--- config.mk ---
export PLATFORM = sky130hd
export DESIGN_NAME = svg_path_segment_resolver_flat
export DESIGN_NICKNAME = d
export VERILOG_FILES = /design/src/rtl/core/spr_pkg.sv /design/src/rtl/core/spr_ifs.sv /design/src/rtl/core/spr_step.sv /design/src/rtl/core/svg_path_segment_resolver.sv /design/src/flat_wrapper.sv
export SDC_FILE = /design/constraint.sdc
export NUM_CORES = 2
export LEC_CHECK = 0
export ABC_AREA = 1
export BUFFER_PORTS_ARGS = -buffer_cell sky130_fd_sc_hd__buf_2
export CAP_MARGIN = 20
export CORE_ASPECT_RATIO = 1.1
export CORE_MARGIN = 1
export CORE_UTILIZATION = 25
export DETAILED_ROUTE_END_ITERATION = 8
export MAX_ROUTING_LAYER = met4
export PLACE_DENSITY = 0.43
export SETUP_SLACK_MARGIN = 0.15
export SKIP_CTS_REPAIR_TIMING = 1
export SLEW_MARGIN = 20
export SYNTH_ARGS = -nofsm -noshare
export SYNTH_HDL_FRONTEND = slang
export SYNTH_SLANG_ARGS = --single-unit
--- constraint.sdc ---
create_clock -name clk -period 10.1 [get_ports clk]
set_input_delay 0.505 -clock clk [delete_from_list [all_inputs] [get_ports clk]]
set_output_delay 0.505 -clock clk [all_outputs]
set_load 0.03 [all_outputs]
--- src/rtl/core/spr_pkg.sv ---
// Package for the SVG path segment resolver: coordinate types, command and
// segment codes, item/result/state structs and saturating arithmetic.
// No dependencies.
package spr_pkg;

  // Internal coordinate width (signed fixed point, 12 fraction bits)
  localparam int CoordWidth = 32;
  // Width of the coordinate fields on the channels
  localparam int FieldWidth = 32;
  // Width of the intermediate sums used for saturation
  localparam int WideWidth  = 65;

  typedef logic signed [CoordWidth-1:0] coord_t;
  typedef logic signed [FieldWidth-1:0] field_t;
  typedef logic signed [WideWidth-1:0]  wide_t;
  typedef logic        [3:0]            mode_t;
  typedef logic        [2:0]            kind_t;

  // Path commands
  localparam mode_t MODE_MOVE   = 4'd0;
  localparam mode_t MODE_LINE   = 4'd1;
  localparam mode_t MODE_HORIZ  = 4'd2;
  localparam mode_t MODE_VERT   = 4'd3;
  localparam mode_t MODE_CUBIC  = 4'd4;
  localparam mode_t MODE_SCUBIC = 4'd5;
  localparam mode_t MODE_QUAD   = 4'd6;
  localparam mode_t MODE_SQUAD  = 4'd7;
  localparam mode_t MODE_CLOSE  = 4'd8;

  // Segment kinds
  localparam kind_t KIND_MOVE  = 3'd0;
  localparam kind_t KIND_LINE  = 3'd1;
  localparam kind_t KIND_CUBIC = 3'd2;
  localparam kind_t KIND_QUAD  = 3'd3;
  localparam kind_t KIND_CLOSE = 3'd4;
  localparam kind_t KIND_NONE  = 3'd5;

  typedef struct packed {
    mode_t  mode;
    logic   relative;
    logic   new_path;
    logic   continued;
    field_t ax;
    field_t ay;
    field_t bx;
    field_t by;
    field_t cx;
    field_t cy;
  } item_t;

  typedef struct packed {
    kind_t  kind;
    field_t p1x;
    field_t p1y;
    field_t p2x;
    field_t p2y;
    field_t p3x;
    field_t p3y;
  } result_t;

  typedef struct packed {
    coord_t pen_x;
    coord_t pen_y;
    coord_t sub_x;
    coord_t sub_y;
    coord_t cub_x;
    coord_t cub_y;
    coord_t quad_x;
    coord_t quad_y;
    logic   cubic_valid;
    logic   quad_valid;
    logic   halted;
  } state_t;

  // Sign-extend a coordinate to the wide intermediate
  function automatic wide_t widen(input coord_t v);
    return wide_t'({{(WideWidth-CoordWidth){v[CoordWidth-1]}}, v});
  endfunction

  // Clamp a wide value to the coordinate range
  function automatic coord_t clamp_coord(input wide_t v);
    wide_t hi;
    wide_t lo;
    hi = (wide_t'(1) <<< (CoordWidth-1)) - wide_t'(1);
    lo = -hi - wide_t'(1);
    if (v > hi) return hi[CoordWidth-1:0];
    if (v < lo) return lo[CoordWidth-1:0];
    return v[CoordWidth-1:0];
  endfunction

  // Clamp a wide value to the field range
  function automatic field_t clamp_field(input wide_t v);
    wide_t hi;
    wide_t lo;
    hi = (wide_t'(1) <<< (FieldWidth-1)) - wide_t'(1);
    lo = -hi - wide_t'(1);
    if (v > hi) return hi[FieldWidth-1:0];
    if (v < lo) return lo[FieldWidth-1:0];
    return v[FieldWidth-1:0];
  endfunction

  // Field to coordinate: sign-extend, then saturate
  function automatic coord_t in_coord(input field_t raw);
    return clamp_coord(wide_t'({{(WideWidth-FieldWidth){raw[FieldWidth-1]}}, raw}));
  endfunction

  // Coordinate to field: saturate to the field range
  function automatic field_t out_coord(input coord_t v);
    return clamp_field(widen(v));
  endfunction

  function automatic coord_t sat_add(input coord_t a, input coord_t b);
    return clamp_coord(widen(a) + widen(b));
  endfunction

  function automatic coord_t sat_sub(input coord_t a, input coord_t b);
    return clamp_coord(widen(a) - widen(b));
  endfunction

  // Mirror a control point about the pen: 2*p - c, both steps saturated
  function automatic coord_t reflect(input coord_t p, input coord_t c);
    return sat_sub(sat_add(p, p), c);
  endfunction

endpackage

--- src/rtl/core/spr_ifs.sv ---
// Channel interfaces of the SVG path segment resolver: path groups in,
// resolved segments out. Depends on spr_pkg.
interface spr_in_if;
  logic               valid;
  logic               ready;
  spr_pkg::mode_t     mode;
  logic               relative;
  logic               new_path;
  logic               continued;
  spr_pkg::field_t    ax;
  spr_pkg::field_t    ay;
  spr_pkg::field_t    bx;
  spr_pkg::field_t    by;
  spr_pkg::field_t    cx;
  spr_pkg::field_t    cy;

  modport source (output valid, mode, relative, new_path, continued,
                  ax, ay, bx, by, cx, cy, input ready);
  modport sink   (input valid, mode, relative, new_path, continued,
                  ax, ay, bx, by, cx, cy, output ready);
endinterface

interface spr_out_if;
  logic               valid;
  logic               ready;
  spr_pkg::kind_t     kind;
  spr_pkg::field_t    p1x;
  spr_pkg::field_t    p1y;
  spr_pkg::field_t    p2x;
  spr_pkg::field_t    p2y;
  spr_pkg::field_t    p3x;
  spr_pkg::field_t    p3y;

  modport source (output valid, kind, p1x, p1y, p2x, p2y, p3x, p3y, input ready);
  modport sink   (input valid, kind, p1x, p1y, p2x, p2y, p3x, p3y, output ready);
endinterface

--- src/rtl/core/spr_step.sv ---
// Combinational resolver for one path group: absolute points, control
// point reflection, next path state and the segment. Depends on spr_pkg.
module spr_step (
  input  spr_pkg::item_t   item,
  input  spr_pkg::state_t  cur,
  output spr_pkg::state_t  nxt,
  output spr_pkg::result_t res
);

  spr_pkg::state_t st;
  spr_pkg::coord_t ax, ay, bx, by, cx, cy;
  spr_pkg::coord_t a1x, a1y, a2x, a2y, a3x, a3y, vy;
  spr_pkg::coord_t cub_rx, cub_ry, quad_rx, quad_ry;
  spr_pkg::coord_t r1x, r1y, r2x, r2y, r3x, r3y;
  spr_pkg::kind_t  kind;

  // Start of a new path clears everything, halt included
  assign st = item.new_path ? '0 : cur;

  // Bring the fields into the coordinate range
  assign ax = spr_pkg::in_coord(item.ax);
  assign ay = spr_pkg::in_coord(item.ay);
  assign bx = spr_pkg::in_coord(item.bx);
  assign by = spr_pkg::in_coord(item.by);
  assign cx = spr_pkg::in_coord(item.cx);
  assign cy = spr_pkg::in_coord(item.cy);

  // Absolute positions of the three pairs and of the vertical value
  assign a1x = item.relative ? spr_pkg::sat_add(st.pen_x, ax) : ax;
  assign a1y = item.relative ? spr_pkg::sat_add(st.pen_y, ay) : ay;
  assign a2x = item.relative ? spr_pkg::sat_add(st.pen_x, bx) : bx;
  assign a2y = item.relative ? spr_pkg::sat_add(st.pen_y, by) : by;
  assign a3x = item.relative ? spr_pkg::sat_add(st.pen_x, cx) : cx;
  assign a3y = item.relative ? spr_pkg::sat_add(st.pen_y, cy) : cy;
  assign vy  = item.relative ? spr_pkg::sat_add(st.pen_y, ax) : ax;

  // Reflected control points; fall back to the pen without a valid one
  assign cub_rx  = st.cubic_valid ? spr_pkg::reflect(st.pen_x, st.cub_x)  : st.pen_x;
  assign cub_ry  = st.cubic_valid ? spr_pkg::reflect(st.pen_y, st.cub_y)  : st.pen_y;
  assign quad_rx = st.quad_valid  ? spr_pkg::reflect(st.pen_x, st.quad_x) : st.pen_x;
  assign quad_ry = st.quad_valid  ? spr_pkg::reflect(st.pen_y, st.quad_y) : st.pen_y;

  // Command decode and state update
  always_comb begin
    nxt  = st;
    kind = spr_pkg::KIND_NONE;
    r1x  = '0;
    r1y  = '0;
    r2x  = '0;
    r2y  = '0;
    r3x  = '0;
    r3y  = '0;
    if (st.halted || item.mode > spr_pkg::MODE_CLOSE) begin
      // Unknown command or earlier halt: hold the path, report no segment
      nxt.halted = 1'b1;
    end else begin
      nxt.cubic_valid = 1'b0;
      nxt.quad_valid  = 1'b0;
      unique case (item.mode)
        spr_pkg::MODE_MOVE: begin
          kind = item.continued ? spr_pkg::KIND_LINE : spr_pkg::KIND_MOVE;
          if (!item.continued) begin
            nxt.sub_x = a1x;
            nxt.sub_y = a1y;
          end
          nxt.pen_x = a1x;
          nxt.pen_y = a1y;
          r1x = a1x;
          r1y = a1y;
        end
        spr_pkg::MODE_LINE: begin
          kind = spr_pkg::KIND_LINE;
          nxt.pen_x = a1x;
          nxt.pen_y = a1y;
          r1x = a1x;
          r1y = a1y;
        end
        spr_pkg::MODE_HORIZ: begin
          kind = spr_pkg::KIND_LINE;
          nxt.pen_x = a1x;
          r1x = a1x;
          r1y = st.pen_y;
        end
        spr_pkg::MODE_VERT: begin
          kind = spr_pkg::KIND_LINE;
          nxt.pen_y = vy;
          r1x = st.pen_x;
          r1y = vy;
        end
        spr_pkg::MODE_CUBIC: begin
          kind = spr_pkg::KIND_CUBIC;
          r1x = a1x;
          r1y = a1y;
          r2x = a2x;
          r2y = a2y;
          r3x = a3x;
          r3y = a3y;
          nxt.pen_x = a3x;
          nxt.pen_y = a3y;
          nxt.cub_x = a2x;
          nxt.cub_y = a2y;
          nxt.cubic_valid = 1'b1;
        end
        spr_pkg::MODE_SCUBIC: begin
          kind = spr_pkg::KIND_CUBIC;
          r1x = cub_rx;
          r1y = cub_ry;
          r2x = a1x;
          r2y = a1y;
          r3x = a2x;
          r3y = a2y;
          nxt.pen_x = a2x;
          nxt.pen_y = a2y;
          nxt.cub_x = a1x;
          nxt.cub_y = a1y;
          nxt.cubic_valid = 1'b1;
        end
        spr_pkg::MODE_QUAD: begin
          kind = spr_pkg::KIND_QUAD;
          r1x = a1x;
          r1y = a1y;
          r2x = a2x;
          r2y = a2y;
          nxt.pen_x  = a2x;
          nxt.pen_y  = a2y;
          nxt.quad_x = a1x;
          nxt.quad_y = a1y;
          nxt.quad_valid = 1'b1;
        end
        spr_pkg::MODE_SQUAD: begin
          kind = spr_pkg::KIND_QUAD;
          r1x = quad_rx;
          r1y = quad_ry;
          r2x = a1x;
          r2y = a1y;
          nxt.pen_x  = a1x;
          nxt.pen_y  = a1y;
          nxt.quad_x = quad_rx;
          nxt.quad_y = quad_ry;
          nxt.quad_valid = 1'b1;
        end
        default: begin
          // Close: return the pen to the subpath start
          kind = spr_pkg::KIND_CLOSE;
          nxt.pen_x = st.sub_x;
          nxt.pen_y = st.sub_y;
          r1x = st.sub_x;
          r1y = st.sub_y;
        end
      endcase
    end
  end

  // Pack the segment
  always_comb begin
    res.kind = kind;
    res.p1x  = spr_pkg::out_coord(r1x);
    res.p1y  = spr_pkg::out_coord(r1y);
    res.p2x  = spr_pkg::out_coord(r2x);
    res.p2y  = spr_pkg::out_coord(r2y);
    res.p3x  = spr_pkg::out_coord(r3x);
    res.p3y  = spr_pkg::out_coord(r3y);
  end

endmodule

--- src/rtl/core/svg_path_segment_resolver.sv ---
// Top level of the SVG path segment resolver: input register, path state,
// result register. Depends on spr_pkg, spr_ifs and spr_step.
//
//   Channel | Direction | Carries                                   | Transfer
//   in_ch   | sink      | mode, relative, new_path, continued, a..c | valid & ready
//   out_ch  | source    | kind, p1..p3                              | valid & ready
//
// One path group per cycle sustained while out_ch accepts segments; a segment is
// offered on out_ch once its group has passed the input register and then the
// result register. The state loop through spr_step into state_r sets the rate.
// Synchronous active-low reset clears the path state and both valid flags.
// A stalled output holds its segment; in_ch stays ready while the input
// register is empty or can move into the result register.
module svg_path_segment_resolver (
  input  logic       clk,
  input  logic       rst_n,
  spr_in_if.sink     in_ch,
  spr_out_if.source  out_ch
);

  logic             s1_valid_r, s1_valid_nxt;
  spr_pkg::item_t   s1_item_r;
  logic             out_valid_r, out_valid_nxt;
  spr_pkg::result_t out_res_r;
  spr_pkg::state_t  state_r, state_nxt;
  spr_pkg::state_t  step_state;
  spr_pkg::result_t step_res;
  spr_pkg::item_t   in_item;
  logic             advance, in_xfer, s1_fire;

  // Gather the input payload
  assign in_item.mode      = in_ch.mode;
  assign in_item.relative  = in_ch.relative;
  assign in_item.new_path  = in_ch.new_path;
  assign in_item.continued = in_ch.continued;
  assign in_item.ax        = in_ch.ax;
  assign in_item.ay        = in_ch.ay;
  assign in_item.bx        = in_ch.bx;
  assign in_item.by        = in_ch.by;
  assign in_item.cx        = in_ch.cx;
  assign in_item.cy        = in_ch.cy;

  // Handshake: advance when the result register is free or being drained
  assign advance     = !out_valid_r || out_ch.ready;
  assign s1_fire     = s1_valid_r && advance;
  assign in_ch.ready = !s1_valid_r || advance;
  assign in_xfer     = in_ch.valid && in_ch.ready;

  spr_step u_step (
    .item (s1_item_r),
    .cur  (state_r),
    .nxt  (step_state),
    .res  (step_res)
  );

  // Next values of control and state
  always_comb begin
    s1_valid_nxt  = in_xfer ? 1'b1 : (s1_fire ? 1'b0 : s1_valid_r);
    out_valid_nxt = s1_fire ? 1'b1 : (out_ch.ready ? 1'b0 : out_valid_r);
    state_nxt     = s1_fire ? step_state : state_r;
  end

  // Control and path state
  always_ff @(posedge clk) begin
    if (!rst_n) begin
      s1_valid_r  <= 1'b0;
      out_valid_r <= 1'b0;
      state_r     <= '0;
    end else begin
      s1_valid_r  <= s1_valid_nxt;
      out_valid_r <= out_valid_nxt;
      state_r     <= state_nxt;
    end
  end

  // Payload registers
  always_ff @(posedge clk) begin
    if (in_xfer) begin
      s1_item_r <= in_item;
    end
    if (s1_fire) begin
      out_res_r <= step_res;
    end
  end

  // Drive the result channel
  assign out_ch.valid = out_valid_r;
  assign out_ch.kind  = out_res_r.kind;
  assign out_ch.p1x   = out_res_r.p1x;
  assign out_ch.p1y   = out_res_r.p1y;
  assign out_ch.p2x   = out_res_r.p2x;
  assign out_ch.p2y   = out_res_r.p2y;
  assign out_ch.p3x   = out_res_r.p3x;
  assign out_ch.p3y   = out_res_r.p3y;

endmodule

--- src/flat_wrapper.sv ---
// flat-port wrapper written by rule: the top's interface ports become plain ports
module svg_path_segment_resolver_flat 
  (clk, rst_n, in_ch_valid, in_ch_mode, in_ch_relative, in_ch_new_path, in_ch_continued, in_ch_ax, in_ch_ay, in_ch_bx, in_ch_by, in_ch_cx, in_ch_cy, in_ch_ready, out_ch_valid, out_ch_kind, out_ch_p1x, out_ch_p1y, out_ch_p2x, out_ch_p2y, out_ch_p3x, out_ch_p3y, out_ch_ready);
  spr_in_if in_ch_i ();
  spr_out_if out_ch_i ();
  input  logic clk;
  input  logic rst_n;
  input wire logic [$bits(in_ch_i.valid)-1:0] in_ch_valid;
  input wire logic [$bits(in_ch_i.mode)-1:0] in_ch_mode;
  input wire logic [$bits(in_ch_i.relative)-1:0] in_ch_relative;
  input wire logic [$bits(in_ch_i.new_path)-1:0] in_ch_new_path;
  input wire logic [$bits(in_ch_i.continued)-1:0] in_ch_continued;
  input wire logic [$bits(in_ch_i.ax)-1:0] in_ch_ax;
  input wire logic [$bits(in_ch_i.ay)-1:0] in_ch_ay;
  input wire logic [$bits(in_ch_i.bx)-1:0] in_ch_bx;
  input wire logic [$bits(in_ch_i.by)-1:0] in_ch_by;
  input wire logic [$bits(in_ch_i.cx)-1:0] in_ch_cx;
  input wire logic [$bits(in_ch_i.cy)-1:0] in_ch_cy;
  output wire logic [$bits(in_ch_i.ready)-1:0] in_ch_ready;
  output wire logic [$bits(out_ch_i.valid)-1:0] out_ch_valid;
  output wire logic [$bits(out_ch_i.kind)-1:0] out_ch_kind;
  output wire logic [$bits(out_ch_i.p1x)-1:0] out_ch_p1x;
  output wire logic [$bits(out_ch_i.p1y)-1:0] out_ch_p1y;
  output wire logic [$bits(out_ch_i.p2x)-1:0] out_ch_p2x;
  output wire logic [$bits(out_ch_i.p2y)-1:0] out_ch_p2y;
  output wire logic [$bits(out_ch_i.p3x)-1:0] out_ch_p3x;
  output wire logic [$bits(out_ch_i.p3y)-1:0] out_ch_p3y;
  input wire logic [$bits(out_ch_i.ready)-1:0] out_ch_ready;
  assign in_ch_i.valid = in_ch_valid;
  assign in_ch_i.mode = in_ch_mode;
  assign in_ch_i.relative = in_ch_relative;
  assign in_ch_i.new_path = in_ch_new_path;
  assign in_ch_i.continued = in_ch_continued;
  assign in_ch_i.ax = in_ch_ax;
  assign in_ch_i.ay = in_ch_ay;
  assign in_ch_i.bx = in_ch_bx;
  assign in_ch_i.by = in_ch_by;
  assign in_ch_i.cx = in_ch_cx;
  assign in_ch_i.cy = in_ch_cy;
  assign in_ch_ready = in_ch_i.ready;
  assign out_ch_valid = out_ch_i.valid;
  assign out_ch_kind = out_ch_i.kind;
  assign out_ch_p1x = out_ch_i.p1x;
  assign out_ch_p1y = out_ch_i.p1y;
  assign out_ch_p2x = out_ch_i.p2x;
  assign out_ch_p2y = out_ch_i.p2y;
  assign out_ch_p3x = out_ch_i.p3x;
  assign out_ch_p3y = out_ch_i.p3y;
  assign out_ch_i.ready = out_ch_ready;
  svg_path_segment_resolver u_core (.clk(clk), .rst_n(rst_n), .in_ch(in_ch_i), .out_ch(out_ch_i));
endmodule
; Word level (Yosys, flattened, before mapping)
; Cells that the tools add are included.
[word_totals]
out_inout_bits = 197
register_bits = 655
[op_classes]
reduce_logical = 20
addsub = 13
order_cmp = 51
n_eq_ne = 7
mux = 215
[op_table]
columns = cell, n
row1 = 32-bit 2-to-1 mux, 117
row2 = "33-bit by 32-bit > comparator with 1-bit output, second input constant", 13
row3 = "33-bit by 32-bit less-than comparator with 1-bit output, second input constant", 13
row4 = "32-bit > comparator, second input constant", 12
row5 = "32-bit less-than comparator, second input constant", 12
row6 = 32-bit one-hot mux with 5 select lines, 2
row7 = 32-bit by 32-bit adder with 33-bit output, 9
row8 = 259-bit 2-to-1 mux, 1
row9 = 258-bit 2-to-1 mux, 1
row10 = 32-bit one-hot mux with 2 select lines, 4
row11 = 32-bit one-hot mux with 4 select lines, 2
row12 = 64-bit one-hot mux with 2 select lines, 2
row13 = 32-bit by 32-bit subtractor with 33-bit output, 4
row14 = 64-bit 2-to-1 mux, 2
row15 = 1-bit 2-to-1 mux, 83
row16 = "4-bit by 3-bit equality test with 1-bit output, second input constant", 4
row17 = 3-bit one-hot mux with 4 select lines, 1
row18 = 2-bit OR reduction, 5
row19 = "4-bit by 2-bit equality test with 1-bit output, second input constant", 2
row20 = 4-bit OR reduction, 2
row21 = 3-bit OR reduction, 2
row22 = 5-bit OR reduction, 1
row23 = "4-bit by 1-bit equality test with 1-bit output, second input constant", 1
row24 = "4-bit > comparator, second input constant", 1
row25 = 5 further kinds, 10

; Logic depth before layout (Yosys ltp)
[depth]
ltp_word = 21
depth_mapped = 28

; By module
; Synthesis repeated with hierarchy kept, for this count alone.
[unflattened]
cells_unflattened = 10929
area_unflattened_um2 = 65723.0
[by_module_without_submodules]
columns = module, n_inst, area_per_inst_um2, cells_each
row1 = spr_step, 1, 41986.5, 8824
row2 = svg_path_segment_resolver, 1, 23736.5, 2105

; Worst setup path before layout
; Ideal clock, no wire load.
[synth_path]
path_kind = in2reg
from = input out_ch_ready
to = register u_core.state_r[29] (netlist name)
setup_slack_ps = 2866
stages = 8
required_time_ps = 10007
n_path_buf = 2
t_arrival_ps = 7142
cell_sequence = inv_1 -> nand2_1 -> nand2_1 -> inv_1 -> clkbuf_1 -> clkbuf_1 -> o21ai_0 -> a21oi_1
[synth_via]
elab_chain_len = 2
[synth_lines]
columns = element, line_no
row1 = from (decl), flat_wrapper.sv:28  ; input wire logic [$bits(out_ch_i.ready)-1:0] out_ch_ready;
row2 = 1-bit logical OR, svg_path_segment_resolver.sv:44  ; assign advance = !out_valid_r || out_ch.ready;
row3 = 1-bit logical AND, svg_path_segment_resolver.sv:45  ; assign s1_fire = s1_valid_r && advance;
row4 = to (signal assigned), svg_path_segment_resolver.sv:72  ; state_r <= state_nxt;
row5 = to (decl), svg_path_segment_resolver.sv:25  ; spr_pkg::state_t state_r, state_nxt;
; No other way between the ends.
; A chain may end at the register's enable or synchronous reset.

; Final worst setup path
[layout_path]
from = register u_core.s1_item_r[193] (netlist name)
to = register u_core.out_res_r (netlist bit u_core.out_ch.p1x[21]) (data pin)
[layout_via]
elab_chain_len = 21
elab_cells_between_ends = 51
[layout_lines]
columns = element, line_no
row1 = from (decl), svg_path_segment_resolver.sv:22  ; spr_pkg::item_t s1_item_r;
row2 = from (signal assigned), svg_path_segment_resolver.sv:79  ; s1_item_r <= in_item;
row3 = 259-bit 2-to-1 mux (*), spr_step.sv:18  ; assign st = item.new_path ? '0 : cur;
row4 = 32-bit by 32-bit adder with 33-bit output, spr_pkg.sv:113  ; return clamp_coord(widen(a) + widen(b));
row5 = 33-bit by 32-bit less-than comparator with 1-bit output, spr_pkg.sv:87  ; if (v < lo) return lo[CoordWidth-1:0];
row6 = 1-bit 2-to-1 mux (2 in a row), spr_pkg.sv:87
row7 = 32-bit 2-to-1 mux, spr_pkg.sv:88  ; return v[CoordWidth-1:0];
row8 = 32-bit 2-to-1 mux, spr_pkg.sv:87
row9 = 32-bit by 32-bit subtractor with 33-bit output, spr_pkg.sv:117  ; return clamp_coord(widen(a) - widen(b));
row10 = 33-bit by 32-bit less-than comparator with 1-bit output, spr_pkg.sv:87
row11 = [3 not listed], -
row12 = 32-bit 2-to-1 mux, spr_pkg.sv:87
row13 = 32-bit 2-to-1 mux (on tied branches), "spr_step.sv:40, spr_step.sv:38"
row14 = 32-bit one-hot mux with 4 select lines, spr_step.sv:59  ; unique case (item.mode)
row15 = 32-bit 2-to-1 mux (*), spr_step.sv:53  ; if (st.halted || item.mode > spr_pkg::MODE_CLOSE) begin
row16 = 32-bit less-than comparator, spr_pkg.sv:98  ; if (v < lo) return lo[FieldWidth-1:0];
row17 = 1-bit 2-to-1 mux (2 in a row), spr_pkg.sv:98
row18 = 32-bit 2-to-1 mux, spr_pkg.sv:99  ; return v[FieldWidth-1:0];
row19 = 32-bit 2-to-1 mux (*), spr_pkg.sv:98
row20 = to (signal assigned), svg_path_segment_resolver.sv:82  ; out_res_r <= step_res;
row21 = to (decl), svg_path_segment_resolver.sv:24  ; spr_pkg::result_t out_res_r;
; Mark *: on every way between the ends. The rest lies on a longest branch, timed or not. The select of a mux whose other input is x is not followed.

==> implementation parameters <==
Parameter                              Value

Status
  Result of the run    finished clean

Pwr
  Power Internal    5684 µW
  Share of power burned in the clock network    35.1%
  Standby leakage power    0.03239 µW
  Post-layout power    9547 µW
  Pwr per Cell Area    136.9 nW/µm²
  Switching pwr    3863 µW
  Reg power frac    33.1%
  Switching share of power    40.46%
  Relative contribution of combinational cells to total power    31.8%
  IR Drop Worst-Case VDD    145.0 µV

Hold path
  Worst min-delay path class    input port to flop
  Count of cells along the worst hold path    4
  Hold path startpoint    out_ch_ready

STA
  Maximum clock frequency    145.6 MHz
  Final number of max-transition violations    0
  Crit path setup slack, layout    3.231 ns
  Final clock period utilization by the worst path    68.01%
  Final Critical Period    6.869 ns
  Total setup violations reported at the end of the flow    0
  Worst clock skew    0.04596 ns
  Setup tns final    0 ns
  Hold violation count in the final report    0
  Relative slew slack    21.54%
  Worst Max-Slew Pin Slew    1.172 ns
  RSZ-0062 raised after global routing    false

Clock network
  CTS tree    built
  Clock input transition at the sequential cells of the worst setup and hold paths    0.06 ns
  Cell at the root of the clock tree    clkbuf_16
  Num CTS Buffers    87
  H-Tree Depth    3
  Sinks on Clock Net    655
  Latest clock arrival within the worst-skew pair    0.78 ns
  Buffer levels on the longest clock path    3

Floorplanning
  Die outline width    470.7 µm
  # IOs    400
  Initial cell density of the core    25.23%
  Area of the core    239,500 µm²
  Area enclosed by the die boundary    243,600 µm²
  Height of the die    517.5 µm
  Core Rows    188

Worst setup path
  Number of cells traversed by the worst register-to-register path    24
  Launch point of the critical path    u_core.s1_item_r[193]
  Crit-path slowest cell    nor2_2
  Slack of the worst reg-to-reg path    3.23 ns
  Critical register-to-register path startpoint    u_core.s1_item_r[193]
  Classification of the worst setup path    flop to flop
  Largest stage delay, worst path    0.83 ns
  Kind of start point of the critical path    flop
  Critical path endpoint category    flop
  Most frequent CP cell    nand2_1
  Top fanout value on the critical path    32
  Required arrival time at the worst endpoint    10.63 ns
  Worst-path cell chain    buf_4, nor2_2, inv_1, nor2_1, inv_1, buf_4, o21ai_0, inv_1, fa_1, nand3b_1, nand2_1, nand3_1, nand2_1, nand3_1, nand2_1, nand3_1, nand3_1, nand2_1, a21oi_4, o21ai_0, nand2_1, nand4_1, nand2_1, inv_1
  Data arrival, critical path    7.40 ns

Synthesis
  Most frequently used flop master after synthesis    edfxtp_1
  Syn. warnings    0
  Post-synthesis cell type count    56
  Per-instance average area after synthesis    6.327 µm²
  Synth Instances    9,548
  Sequential share of the synthesized area    28.24%
  Async set or reset register ratio after synthesis    0%
  Number of synthesized flops with an enable pin    394
  Post-Syn Area    60,410 µm²
  Flops & latches, synth    655
  Net count of the mapped netlist    10,110

Placed design
  Gpl congestion    1.028
  Minimum setup slack after placement    3.443 ns
  HPWL after DPL    290.9 mm
  Instance count after placement with tap cells included    12,580
  PortBufs    399

Finish
  Final instance count without filler cells    12,950
  Proportion of layout cells with a drive suffix above 1    9.211%
  Most frequent cells in the layout    3,053 x nand2_1, 1,103 x a21oi_1, 859 x inv_1
  Most common cell after layout, fill and taps aside    nand2_1
  Final design utilization    29.12%
  Area grow syn2layout    15.46%
  Net count of the finished layout    10,300

GRT
  Met1 global-route usage    41.51%
  Met2 capacity usage during global routing    41.92%
  First-pass GRT wire length    503.4 mm
  Layer with the highest usage after global routing    met2
  Met3 capacity usage during global routing    5.323%
  Global router's overall resource usage    29.72%
  Total global routing overflow    0
  Via count of the first global-routing pass    63,260
  Largest net degree at the start of global routing    134
  Antenna violations before repair    18

Detailed routing
  Detailed-route vias per instance    5.361
  Residual DRC    0
  Number of nets with antenna violations after routing    0
  Post-DR wirelength/cell    28.45 µm
  Vias after detailed routing    69,420
  Final wirelength    368.5 mm
  Detailed-router iteration count before antenna repair    9
  Starting DRT DRC Count    8,966

Flow run
  Number of max-cap violations    0
-- state kept, by name, summed over array words and instances (netlist names) --
name / cells
u_core.out_ch.kind: 3
u_core.out_ch.p1x: 32
u_core.out_ch.p1y: 32
u_core.out_ch.p2x: 32
u_core.out_ch.p2y: 32
u_core.out_ch.p3x: 32
u_core.out_ch.p3y: 32
u_core.out_ch.valid: 1
u_core.s1_item_r: 199
u_core.s1_valid_r: 1
u_core.state_r: 259
-- routing by layer --
metal	vias to the layer above	wire length, µm
met5	-	0
met4	0	15790
met3	461	32140
met2	3528	151900
met1	33660	168600
li1	31780	-
-- kinds of logic after synthesis --
logic type               after synthesis  synth area share (%)
flip-flops                           655                 28.24
XOR/XNOR                             240                 3.480
buffers and inverters               1495                 9.613
AO/OA/AOI/OAI                       2073                 18.78
AND/OR/NAND/NOR                     4722                 32.24
adder cells (fa/ha/maj)              363                 7.656
-- final timing paths --
path | end
max | u_core.out_ch.p1x[21]
min | u_core.s1_valid_r
max reg2reg | u_core.out_ch.p1x[21]
min reg2reg | u_core.state_r[109]
-- synth_stat cells, types with 22 or more instances --
cell type / n / area share [%]
nand2_1: 3057 / 19
a21oi_1: 1104 / 9.1
inv_1: 866 / 5.4
nor2_1: 717 / 4.5
nand3_1: 537 / 4.4
o21ai_0: 500 / 4.1
clkbuf_1: 481 / 3.0
edfxtp_1: 394 / 20
ha_1: 352 / 7.3
dfxtp_1: 261 / 8.6
xor2_1: 167 / 2.4
a31oi_1: 133 / 1.4
nand4_1: 107 / 1.1
or2_2: 99 / 1.0
o21ai_1: 82 / 0.68
o21bai_1: 80 / 0.99
buf_2: 73 / 0.60
xnor2_1: 73 / 1.1
nand2_2: 54 / 0.56
nor3_1: 53 / 0.44
nand3b_1: 50 / 0.62
a21boi_0: 41 / 0.51
inv_2: 31 / 0.19
a21o_1: 28 / 0.35
o21a_1: 26 / 0.32
buf_1: 22 / 0.14
-- power groups by stage --
| stage | registers (µW) | clock network [µW] | logic (µW) |
|---|---|---|---|
| floorplan | 3200 | 0 | 1720 |
| global placement | 3210 | 0 | 2900 |
| detailed placement | 3210 | 0 | 2880 |
| CTS | 3160 | 3420 | 2900 |
| global route | 3160 | 3490 | 3220 |
| finish | 3160 | 3350 | 3030 |
-- critical path, delay by kind of cell, from the launching register on --
| kind | cells | cell delay [ns] |
|---|---|---|
| flops | 1 | 0.37 |
| buf+inv | 6 | 1.13 |
| simple gates | 14 | 2.75 |
| compound gates | 3 | 1.81 |
| fa+ha+maj | 1 | 0.49 |
-- cell type report --
cell class	instances	area, µm²
Fill cell	26860	169700
Multi-Input combinational cell	7398	37660
Sequential cell	655	17060
Timing Repair Buffer	693	4742
Tap cell	3135	3923
Inverter	900	3411
Clock buffer	109	2392
Clock inverter	48	521.8
Antenna cell	13	32.53
-- stage by stage --
step	instance area (µm²)	hold WS, ns
2_1_floorplan	60410	0.4408
3_3_place_gp	64800	0.4512
3_5_place_dp	64800	0.4551
4_1_cts	67710	-0.1566
5_1_grt	69720	0.1014
6_report	69740	0.08478
No activity file was read; power rests on OpenSTA's default activity.
